## config.mk

```make
export PLATFORM = sky130hd
export DESIGN_NAME = delta_of_delta_varint_decoder_unit
export DESIGN_NICKNAME = d
export VERILOG_FILES = /design/src/rtl/ddvd_pkg.sv /design/src/rtl/ddvd_decode.sv /design/src/rtl/delta_of_delta_varint_decoder_unit.sv
export SDC_FILE = /design/constraint.sdc
export NUM_CORES = 1
export LEC_CHECK = 0
export BUFFER_PORTS_ARGS = -buffer_cell sky130_fd_sc_hd__buf_4
export CAP_MARGIN = 5
export CELL_PAD_IN_SITES_DETAIL_PLACEMENT = 2
export CELL_PAD_IN_SITES_GLOBAL_PLACEMENT = 2
export CORE_MARGIN = 3
export CORE_UTILIZATION = 41
export DETAILED_ROUTE_END_ITERATION = 16
export HOLD_SLACK_MARGIN = 0.12
export PLACE_DENSITY_LB_ADDON = 0.1
export SETUP_SLACK_MARGIN = 0.2
export SYNTH_ARGS = -nofsm -noshare
export SYNTH_HDL_FRONTEND = slang
export SYNTH_SLANG_ARGS = --single-unit
export TNS_END_PERCENT = 30
```

## constraint.sdc

```tcl
create_clock -name clock -period 14.3 [get_ports clock]
set_input_delay 2.86 -clock clock [delete_from_list [all_inputs] [get_ports clock]]
set_output_delay 2.86 -clock clock [all_outputs]
set_load 0.01 [all_outputs]
```

## src/rtl/ddvd_pkg.sv

```systemverilog
// Shared types and constants for the delta-of-delta varint decoder.
// No dependencies; imported by ddvd_decode and the top level.
`default_nettype none

package ddvd_pkg;

   localparam int unsigned DataW             = 8;
   localparam int unsigned GroupW            = 7;
   localparam int unsigned ValueW            = 64;
   localparam int unsigned IndexW            = 16;
   localparam int unsigned CountW            = 17;
   localparam int unsigned ByteCntW          = 4;
   localparam int unsigned ShiftW            = 6;
   localparam int unsigned VarintMaxBytes    = 10;
   localparam int unsigned CsrIndexW         = 8;
   localparam int unsigned CsrDataW          = 32;
   localparam int unsigned DefaultMaxRecords = 65536;

   // Register indexes of the configuration port.
   localparam logic [CsrIndexW-1:0] CSR_RECORD_COUNT = 8'd0;
   localparam logic [CsrIndexW-1:0] CSR_VALUE_WIDTH  = 8'd1;

   localparam logic [CountW-1:0] RecordCountReset = 17'd1;

   typedef enum logic [1:0] {
      WIDTH_INT8  = 2'd0,
      WIDTH_INT16 = 2'd1,
      WIDTH_INT32 = 2'd2,
      WIDTH_INT64 = 2'd3
   } ddvd_width_type;

   typedef struct packed {
      logic [DataW-1:0] data_byte;
      logic             block_start;
      logic             block_end;
   } ddvd_item_type;

   typedef struct packed {
      logic              has_result;
      logic [ValueW-1:0] value;
      logic [IndexW-1:0] value_index;
      logic              last_value;
      logic              error;
   } ddvd_result_type;

endpackage

`default_nettype wire

```

## src/rtl/ddvd_decode.sv

```systemverilog
// Decode step of the delta-of-delta varint decoder: varint gathering,
// zigzag, delta-of-delta reconstruction and the per-block state. Uses ddvd_pkg.
`default_nettype none

module ddvd_decode #(
   parameter int unsigned MAX_RECORDS = ddvd_pkg::DefaultMaxRecords
) (
   input  logic                              clock,
   input  logic                              reset,
   input  logic                              step_en,
   input  ddvd_pkg::ddvd_item_type           item,
   input  logic [ddvd_pkg::CountW-1:0]       record_count,
   input  ddvd_pkg::ddvd_width_type          value_width,
   output ddvd_pkg::ddvd_result_type         result
);
   import ddvd_pkg::*;

   localparam int unsigned DoneW = $clog2(MAX_RECORDS + 1);
   localparam int unsigned CmpW  = (DoneW > CountW) ? DoneW : CountW;
   localparam logic [CmpW-1:0] MaxCmp = CmpW'(MAX_RECORDS);

   logic [ValueW-1:0]   prev_value_ff, prev_value_in;
   logic [ValueW-1:0]   prev_delta_ff, prev_delta_in;
   logic [ValueW-1:0]   acc_ff, acc_in;
   logic [ByteCntW-1:0] byte_cnt_ff, byte_cnt_in;
   logic [DoneW-1:0]    done_ff, done_in;
   logic                finished_ff, finished_in;

   logic [ValueW-1:0]   base_value, base_delta, base_acc;
   logic [ByteCntW-1:0] base_cnt;
   logic [DoneW-1:0]    base_done, done_inc;
   logic                live, more, overlong, last;
   logic [ShiftW-1:0]   shamt;
   logic [ValueW-1:0]   acc_new, zz, delta_new, cur;
   logic [CmpW-1:0]     count_cmp, eff_count;

   function automatic logic [ValueW-1:0] narrow(input logic [ValueW-1:0] v,
                                                input ddvd_width_type w);
      logic [ValueW-1:0] r;
      unique case (w)
         WIDTH_INT8:  r = {{56{v[7]}}, v[7:0]};
         WIDTH_INT16: r = {{48{v[15]}}, v[15:0]};
         WIDTH_INT32: r = {{32{v[31]}}, v[31:0]};
         WIDTH_INT64: r = v;
         default:     r = v;
      endcase
      return r;
   endfunction

   // A block start clears the state before its own byte is decoded.
   always_comb begin
      base_value = item.block_start ? '0 : prev_value_ff;
      base_delta = item.block_start ? '0 : prev_delta_ff;
      base_acc   = item.block_start ? '0 : acc_ff;
      base_cnt   = item.block_start ? '0 : byte_cnt_ff;
      base_done  = item.block_start ? '0 : done_ff;
      live       = item.block_start | ~finished_ff;

      shamt    = ShiftW'({2'b00, base_cnt} * 6'd7);
      acc_new  = base_acc | ({{(ValueW-GroupW){1'b0}}, item.data_byte[GroupW-1:0]} << shamt);
      more     = item.data_byte[DataW-1];
      overlong = more && (base_cnt == ByteCntW'(VarintMaxBytes - 1));

      zz        = (acc_new >> 1) ^ {ValueW{acc_new[0]}};
      delta_new = base_delta + zz;
      // Before the second value the stored delta is zero, so one sum serves all cases.
      cur       = base_value + base_delta + zz;
      done_inc  = base_done + 1'b1;

      count_cmp = CmpW'(record_count);
      if (count_cmp == '0) begin
         eff_count = CmpW'(1);
      end else if (count_cmp > MaxCmp) begin
         eff_count = MaxCmp;
      end else begin
         eff_count = count_cmp;
      end
      last = CmpW'(done_inc) >= eff_count;
   end

   always_comb begin
      prev_value_in      = base_value;
      prev_delta_in      = base_delta;
      acc_in             = base_acc;
      byte_cnt_in        = base_cnt;
      done_in            = base_done;
      finished_in        = item.block_start ? 1'b0 : finished_ff;
      result.has_result  = 1'b0;
      result.value       = '0;
      result.value_index = IndexW'(base_done);
      result.last_value  = 1'b0;
      result.error       = 1'b0;

      priority if (!live) begin
         finished_in = finished_ff;
      end else if (more) begin
         acc_in      = acc_new;
         byte_cnt_in = base_cnt + 1'b1;
         if (overlong || item.block_end) begin
            result.has_result = 1'b1;
            result.error      = 1'b1;
            finished_in       = 1'b1;
         end
      end else begin
         acc_in        = '0;
         byte_cnt_in   = '0;
         prev_value_in = cur;
         prev_delta_in = (base_done == '0) ? base_delta : delta_new;
         done_in       = done_inc;
         result.has_result = 1'b1;
         if (item.block_end && !last) begin
            result.error       = 1'b1;
            result.value_index = IndexW'(done_inc);
            finished_in        = 1'b1;
         end else begin
            result.value      = narrow(cur, value_width);
            result.last_value = last;
            finished_in       = last;
         end
      end
   end

   always_ff @(posedge clock) begin
      if (reset) begin
         prev_value_ff <= '0;
         prev_delta_ff <= '0;
         acc_ff        <= '0;
         byte_cnt_ff   <= '0;
         done_ff       <= '0;
         finished_ff   <= 1'b1;
      end else if (step_en) begin
         prev_value_ff <= prev_value_in;
         prev_delta_ff <= prev_delta_in;
         acc_ff        <= acc_in;
         byte_cnt_ff   <= byte_cnt_in;
         done_ff       <= done_in;
         finished_ff   <= finished_in;
      end
   end

endmodule

`default_nettype wire

```

## src/rtl/delta_of_delta_varint_decoder_unit.sv

```systemverilog
// Top level of the delta-of-delta zigzag varint decoder: beat handshakes,
// configuration registers, input and result registers. Uses ddvd_pkg, ddvd_decode.
//
// A byte accepted into the input register is decoded combinationally from that
// register, and its result is captured in the result register, from which the
// result beat is offered.
// Throughput: one byte per cycle unless a result beat is held back; the 64-bit
// three-operand add of the value recurrence sits between these two registers.
// Reset (synchronous, active high) clears all block state, leaves the
// decoder waiting for a block start, and sets record_count 1, value_width int64.
`default_nettype none

module delta_of_delta_varint_decoder_unit #(
   parameter int unsigned MAX_RECORDS = ddvd_pkg::DefaultMaxRecords
) (
   input  logic                               clock,
   input  logic                               reset,
   // Input byte channel.
   input  logic                               req_valid,
   output logic                               req_ready,
   input  logic [ddvd_pkg::DataW-1:0]         req_data_byte,
   input  logic                               req_block_start,
   input  logic                               req_block_end,
   // Result channel.
   output logic                               rsp_valid,
   input  logic                               rsp_ready,
   output logic signed [ddvd_pkg::ValueW-1:0] rsp_value,
   output logic [ddvd_pkg::IndexW-1:0]        rsp_value_index,
   output logic                               rsp_last_value,
   output logic                               rsp_error,
   // Configuration write channel.
   input  logic                               csr_valid,
   output logic                               csr_ready,
   input  logic [ddvd_pkg::CsrIndexW-1:0]     csr_index,
   input  logic [ddvd_pkg::CsrDataW-1:0]      csr_data
);
   import ddvd_pkg::*;

   // Input stage: one registered beat waiting for the decode step.
   logic            in_vld_ff, in_vld_in;
   ddvd_item_type   in_item_ff, in_item_in;
   // Result stage: the output register that parts the two channels.
   logic            rsp_vld_ff, rsp_vld_in;
   ddvd_result_type rsp_ff, rsp_in;
   // Configuration registers.
   logic [CountW-1:0] rec_count_ff, rec_count_in;
   ddvd_width_type    val_width_ff, val_width_in;

   logic            advance;
   logic            req_fire;
   logic            load_rsp;
   ddvd_result_type step_result;

   // The input beat moves on whenever the result register is free or is being
   // emptied in this cycle; beats that give no result move on the same way.
   assign advance   = in_vld_ff && (!rsp_vld_ff || rsp_ready);
   assign req_ready = !in_vld_ff || advance;
   assign req_fire  = req_valid && req_ready;
   assign load_rsp  = advance && step_result.has_result;

   // Configuration is always accepted; writes to unknown indexes are dropped.
   assign csr_ready = 1'b1;

   ddvd_decode #(
      .MAX_RECORDS (MAX_RECORDS)
   ) u_decode (
      .clock        (clock),
      .reset        (reset),
      .step_en      (advance),
      .item         (in_item_ff),
      .record_count (rec_count_ff),
      .value_width  (val_width_ff),
      .result       (step_result)
   );

   always_comb begin
      in_item_in.data_byte   = req_data_byte;
      in_item_in.block_start = req_block_start;
      in_item_in.block_end   = req_block_end;

      priority if (req_fire) begin
         in_vld_in = 1'b1;
      end else if (advance) begin
         in_vld_in = 1'b0;
      end else begin
         in_vld_in = in_vld_ff;
      end

      rsp_in = step_result;
      priority if (load_rsp) begin
         rsp_vld_in = 1'b1;
      end else if (rsp_ready) begin
         rsp_vld_in = 1'b0;
      end else begin
         rsp_vld_in = rsp_vld_ff;
      end

      rec_count_in = rec_count_ff;
      val_width_in = val_width_ff;
      if (csr_valid && csr_ready && (csr_index == CSR_RECORD_COUNT)) begin
         rec_count_in = csr_data[CountW-1:0];
      end
      if (csr_valid && csr_ready && (csr_index == CSR_VALUE_WIDTH)) begin
         val_width_in = ddvd_width_type'(csr_data[1:0]);
      end
   end

   // Control state and configuration.
   always_ff @(posedge clock) begin
      if (reset) begin
         in_vld_ff    <= 1'b0;
         rsp_vld_ff   <= 1'b0;
         rec_count_ff <= RecordCountReset;
         val_width_ff <= WIDTH_INT64;
      end else begin
         in_vld_ff    <= in_vld_in;
         rsp_vld_ff   <= rsp_vld_in;
         rec_count_ff <= rec_count_in;
         val_width_ff <= val_width_in;
      end
   end

   // Payload registers carry no reset.
   always_ff @(posedge clock) begin
      if (req_fire) begin
         in_item_ff <= in_item_in;
      end
      if (load_rsp) begin
         rsp_ff <= rsp_in;
      end
   end

   assign rsp_valid       = rsp_vld_ff;
   assign rsp_value       = rsp_ff.value;
   assign rsp_value_index = rsp_ff.value_index;
   assign rsp_last_value  = rsp_ff.last_value;
   assign rsp_error       = rsp_ff.error;

   // An error result never carries a value and never closes the block normally.
   a_error_clean : assert property (@(posedge clock) disable iff (reset)
      rsp_valid && rsp_error |-> (rsp_value == '0) && !rsp_last_value)
      else $error("error beat carries a value or a last mark");

   // A fresh result beat only appears after an input beat has been decoded.
   a_result_source : assert property (@(posedge clock) disable iff (reset)
      $rose(rsp_valid) |-> $past(advance))
      else $error("result beat without a decoded input beat");

   // Back-pressure on the input only comes from a held beat behind a blocked result.
   a_ready_cause : assert property (@(posedge clock) disable iff (reset)
      !req_ready |-> in_vld_ff && rsp_vld_ff && !rsp_ready)
      else $error("input stalled without a blocked result");

   // An accepted beat always occupies the input stage at the following edge.
   a_beat_taken : assert property (@(posedge clock) disable iff (reset)
      req_valid && req_ready |=> in_vld_ff)
      else $error("accepted beat lost from the input stage");

endmodule

`default_nettype wire
```

; ---- Word-level counts from Yosys, hierarchy flattened
; Cells that the tools add are included.
[totals]
regBits = 327
elab_cells = 94
out_inout_bits = 85
input_bits = 55
[classes]
n_bitwise = 5
multipliers = 1
reduce_logical = 21
order_cmp = 2
n_addsub = 5
shifts = 1
eq_ne = 6
muxes = 36
[ops]
columns = operator, n
row1 = 64-bit two-way mux, 11
row2 = 64-bit case mux with 4 select lines, 1
row3 = 64-bit adder, 3
row4 = 17-bit two-way mux, 5
row5 = 83-bit two-way mux, 1
row6 = 81-bit two-way mux, 1
row7 = 64-bit OR, 1
row8 = 7-bit by 6-bit << shifter with 64-bit output, 1
row9 = 63-bit by 64-bit bitwise XOR with 64-bit output, 1
row10 = 17-bit zero test, 2
row11 = 17-bit by 1-bit adder with 17-bit output (second input constant), 1
row12 = 17-bit >= comparator, 1
row13 = 17-bit > comparator (second input constant), 1
row14 = 16-bit two-way mux, 1
row15 = 1-bit two-way mux, 13
row16 = 4-bit two-way mux, 3
row17 = 8-bit by 1-bit == test with 1-bit output (second input constant), 1
row18 = 8-bit zero test, 1
row19 = 1-bit logical AND, 7
row20 = 4-bit by 3-bit multiplier with 6-bit output (second input constant), 1
row21 = 4-bit by 1-bit adder with 4-bit output (second input constant), 1
row22 = 2-bit == test (second input constant), 2
row23 = 4-bit == test (second input constant), 1
row24 = 2-bit nonzero test, 2
row25 = other kinds (9), 14

; ---- Longest topological paths before layout
[logic_depth]
word_depth = 12
depth_mapped = 34
mapped_depth_nobuf = 29

; ---- Hierarchy
; Synthesis repeated with hierarchy kept, for this count alone.
[hier_totals]
hier_cells = 2858
area_unflattened_um2 = 24038.1
[modules_own_cells]
columns = mod, cells_each, area_per_inst_um2, seq_area_each_um2, n_inst
row1 = ddvd_decode, 2661, 20275.7, 4284.1, 1
row2 = delta_of_delta_varint_decoder_unit, 197, 3762.4, 3183.1, 1

; ---- Worst setup path after synthesis
; OpenSTA, ideal clock, no wires.
[synth_path]
path_kind = reg-to-reg
startpoint = reg in_item_ff[1] (netlist bit)
endpoint = reg rsp_ff (netlist bit rsp_value[39]) (data pin)
t_required_ps = 14036
setup_slack_ps = 6721
stages_incl_launch_ff = 35
n_path_buf = 7
t_arrival_ps = 7315
setup_ps = 264
synth_period_minus_slack_ps = 7579
path_cell_list = edfxtp_1 -> clkbuf_1 -> clkbuf_1 -> clkbuf_1 -> clkbuf_1 -> nor2b_1 -> ha_1 -> ha_1 -> a21o_1 -> a21oi_2 -> xor2_2 -> nand2_1 -> nor2_1 -> nand2_1 -> o21ai_1 -> buf_2 -> xor2_1 -> inv_1 -> fa_1 -> inv_1 -> ha_1 -> fa_1 -> a211oi_2 -> o21ai_2 -> nand3_1 -> a21o_1 -> a31oi_4 -> a31oi_2 -> o21ai_2 -> xor2_2 -> a31oi_4 -> or2_1 -> buf_2 -> buf_2 -> o21ai_0
[synth_via]
elab_chain_len = 7
elab_cells_between_ends = 19
cone_classes = 3 x add/sub / 1 x mul / 1 x order compare / 1 x shift / 6 x mux / 4 x bitwise / 3 x reduce/logical
[synth_lines]
columns = element, line
row1 = from (decl), delta_of_delta_varint_decoder_unit.sv:41  ; ddvd_item_type in_item_ff, in_item_in;
row2 = from (signal assigned), delta_of_delta_varint_decoder_unit.sv:126  ; in_item_ff <= in_item_in;
row3 = 4-bit two-way mux, ddvd_decode.sv:55  ; base_cnt = item.block_start ? '0 : byte_cnt_ff;
row4 = 4-bit by 3-bit multiplier with 6-bit output, ddvd_decode.sv:59  ; shamt = ShiftW'({2'b00, base_cnt} * 6'd7);
row5 = 7-bit by 6-bit << shifter with 64-bit output, ddvd_decode.sv:60  ; acc_new = base_acc | ({{(ValueW-GroupW){1'b0}}, item.data_byte[GroupW-1:0]} << shamt);
row6 = 64-bit OR, ddvd_decode.sv:60
row7 = 63-bit by 64-bit bitwise XOR with 64-bit output, ddvd_decode.sv:64  ; zz = (acc_new >> 1) ^ {ValueW{acc_new[0]}};
row8 = 64-bit adder, ddvd_decode.sv:67  ; cur = base_value + base_delta + zz;
row9 = 64-bit case mux with 4 select lines, ddvd_decode.sv:40  ; unique case (w)
row10 = to (signal assigned), delta_of_delta_varint_decoder_unit.sv:129  ; rsp_ff <= rsp_in;
row11 = to (decl), delta_of_delta_varint_decoder_unit.sv:44  ; ddvd_result_type rsp_ff, rsp_in;
; Several ways; a longest one is shown, not always the timed one. The select of a mux whose other input is x is not followed.
; A chain may end at the register's enable or synchronous reset.

; ---- Worst setup path after layout
[layout_path]
startpoint = reg u_decode.byte_cnt_ff[0]
endpoint = reg rsp_ff (netlist bit rsp_value[60]) (data pin)
[layout_via]
elab_chain_len = 7
[layout_lines]
columns = element, line
row1 = from (decl), ddvd_decode.sv:25  ; logic [ByteCntW-1:0] byte_cnt_ff, byte_cnt_in;
row2 = from (signal assigned), ddvd_decode.sv:135  ; byte_cnt_ff <= byte_cnt_in;
row3 = 4-bit two-way mux, ddvd_decode.sv:55
row4 = 4-bit by 3-bit multiplier with 6-bit output, ddvd_decode.sv:59
row5 = 7-bit by 6-bit << shifter with 64-bit output, ddvd_decode.sv:60
row6 = 64-bit OR, ddvd_decode.sv:60
row7 = 63-bit by 64-bit bitwise XOR with 64-bit output, ddvd_decode.sv:64
row8 = 64-bit adder, ddvd_decode.sv:67
row9 = 64-bit case mux with 4 select lines, ddvd_decode.sv:40
; No other way between the ends. The select of a mux whose other input is x is not followed.

==> metrics <==
Rows=89; Min Hold Slack=456 ps; n_diodes=0; kind of critical path=reg2reg; Worst Hold Class=reg2reg; Final Cycle Share=67.6%; FF-to-FF setup slack=4630 ps; Final WS setup=4630 ps; Crit Reg-Reg Startpoint=u_decode.byte_cnt_ff[0]; Critical Path End Type=flip-flop; DP Worst Slack=4700 ps; Die Area=63400 µm²; clock share of power=45.5%; Max VDD drop=0.0764 mV; P per Cell Area=93.0 nW/µm²; clk slew on worst S/H paths=60 ps; Synthesis Warnings=0; Yosys reg bits=327; commonest non-fill, non-tap cell in the layout=nor2_1; sum of routed wire length over all layers=100000 µm; Synth top area share=19.0%; Seq pwr share=38.1%; Max clock buf depth=3; IO Pins=140; Layout area overhead=12.0%; gr usage total=31.0%; Tmin final=9670 ps; Setup TNS Final=0 ps; Final ANT Viol Nets=0; top cells by area, synth=dfxtp_1 19%, edfxtp_1 11%, ha_1 7.5%; count of pins over their slew limit=0; pin count of the biggest net entering global routing=150; Via Count=23500; worst hold endpoint=u_decode.prev_delta_ff[21]; fin util=46.7%; Fill cells=6665; setup repair bufs after CTS=0; fraction of layout cells with a size suffix above 1=8.88%; internal power=1.81 mW; Clock Sinks=327; dominant synthesized flop cell=dfxtp_1; most frequent cells in the layout=347 x nor2_1, 319 x nand2_1, 305 x a21oi_1, 235 x dfxtp_1, 197 x inv_1; hold path cells=2; Startpoint Class=flip-flop; TritonCTS clock tree=built; Synth Instances=3100; RSZ-0062 raised after global routing=false; DP HPWL=73900 µm; WL per Instance=25.5 µm; Hold Crit Start=u_decode.prev_delta_ff[21]; placed insts=3839; relative slew slack=15.4%; R2R depth=27; fmax=103 MHz; Sw Ratio=29.8%; status=complete, no violations; Worst EP required=14570 ps; Avg Inst Size Synth=7.99 µm²; clk_skew=34.5 ps; Die Height=252 µm; Via density=6.01; largest area contributor in the netlist=dfxtp_1; Post-synth EDFFs=92; Die Wd=252 µm; Seq/Total Area, Yosys=30.1%; worst skew pair latency=600 ps; RR Endpoint=rsp_value[60]; sequential cell area=7470 µm²; clock buffers created by TritonCTS=41; leakage=12.0 nW; htree depth=2; RePlAce Congestion=0.922; drt pass-1 iters=7; worst slew pin tran=1260 ps; CTS root buf=clkbuf_16; GRT Residual Overflow=0; count of final hold-check violations=0; number of DRC markers in iteration 0=1420; vias in the first global route=25800; Final setup viols=0; part of the power in combinational logic=16.4%; Mapped Area=24800 µm²; hold_buf cts=0; max_cap viols=0; first-pass GRT wire length=155000 µm; number of remaining DRC errors=0; post-route insts no fill=3916; CP arrival=9950 ps; Port-buffer cells=123; async set or reset register ratio after synthesis=0%; Netlist cell types=87; area of the multi-input gates=15900 µm²; Worst Path Max Fanout=45; switching power of the nets=0.770 mW; CTS resizes=0; Syn Nets=3370; Starting Density=41.7%; layout net count=3380; initial antenna violation count=1; Core ar.=59400 µm²
[worst max path at each step]
stage | from | to | slack [ps]
floorplan | in_item_ff[1] | rsp_value[39] | 6720
global placement | in_item_ff[1] | rsp_value[60] | 4930
detailed placement | in_item_ff[1] | rsp_value[60] | 4700
CTS | in_item_ff[1] | rsp_value[60] | 4650
global route | u_decode.byte_cnt_ff[0] | rsp_value[60] | 3970
finish | u_decode.byte_cnt_ff[0] | rsp_value[60] | 4630
[worst max-delay path: stages, from the launching register on]
cell and delay, ps:
dfxtp_1 470, nor2b_1 710, nand2_1 210, nand2_1 150, ha_1 250, a21o_1 190, a21oi_2 220, xor2_2 500
nand2_1 320, nor2_1 350, nand2_1 220, o21ai_4 120, buf_4 370, buf_4 700, xor2_1 400, fa_1 500
ha_1 410, nand4_2 150, nor2_1 120, o21ai_0 240, a211oi_1 540, nor3_1 150, nor2_1 330, a21oi_1 220
o31ai_1 730, a211oi_1 200, xor2_1 380, o21ai_0 170
[logic make-up (layout without fill, tap and decap cells)]
logic type | count (synthesis) | after routing | share of synthesized area (%)
simple gates | 989 | 989 | 18.0
compound gates | 940 | 940 | 24.0
buf+inv | 388 | 431 | 6.07
flops | 327 | 327 | 30.1
fa+ha+maj | 215 | 215 | 12.9
xor+xnor | 208 | 208 | 7.42
mux | 32 | 32 | 1.50
other cells | 1 | 1 | 0.0151
[cell usage after synthesis (all sizes together) (5+ instances only)]
cell / instances
or3: 7
nand3: 38
and2: 18
nor3: 36
edfxtp: 92
a31oi: 36
mux2i: 27
and3: 25
a22oi: 112
fa: 66
xor2: 106
o221ai: 6
o211ai: 10
nor2: 354
inv: 198
xnor2: 102
a221oi: 6
dfxtp: 235
a2111oi: 6
o21a: 13
a211oi: 16
nand2b: 18
or2: 8
nand4: 37
o22ai: 21
a21boi: 11
nor4: 18
o21bai: 21
a21o: 87
a31o: 6
o21ai: 204
clkbuf: 144
a221o: 5
a22o: 35
ha: 149
buf: 45
nand2: 321
o31ai: 8
nor2b: 98
a21oi: 307
[cell type report]
class,instances,area share (%)
Timing Repair Buffer,156,4.35
Multi-Input combinational cell,2385,57.2
Tap cell,773,3.49
Clock inverter,24,1.29
Inverter,199,2.70
Sequential cell,327,26.9
Clock buffer,52,4.07
[registers in the layout, summed over array words and instances, names as in the netlist]
signal and flops:
u_decode.finished_ff 1, u_decode.done_ff 17, rsp_valid 1, rsp_error 1, u_decode.prev_delta_ff 64, rec_count_ff 17, in_item_ff 10, rsp_last_value 1
val_width_ff 2, u_decode.prev_value_ff 64, in_vld_ff 1, rsp_value_index 16, u_decode.acc_ff 64, rsp_value 64, u_decode.byte_cnt_ff 4
[metal layers]
metal	wire, µm	GRT usage [%]	vias to the layer above
met1	46000	41.4	12000
met3	3650	3.60	156
met5	0	0	-
met4	3020	9.46	0
li1	-	-	10900
met2	47300	52.9	482
[through the flow]
| stage | area, µm² | power (mW) |
|---|---|---|
| floorplan | 24800 | 1.27 |
| global placement | 26200 | 1.40 |
| detailed placement | 26200 | 1.42 |
| CTS | 27700 | 2.60 |
| global route | 27700 | 2.67 |
| finish | 27700 | 2.58 |
[power groups by stage]
| stage | logic, mW | registers (mW) | clock network, mW |
|---|---|---|---|
| 2_1_floorplan | 0.261 | 1.00 | 0 |
| 3_5_place_dp | 0.415 | 1.00 | 0 |
| 3_3_place_gp | 0.398 | 1.00 | 0 |
| 4_1_cts | 0.419 | 0.983 | 1.19 |
| 6_report | 0.424 | 0.983 | 1.17 |
| 5_1_grt | 0.460 | 0.984 | 1.23 |
Power figures use the tool's default switching activity.
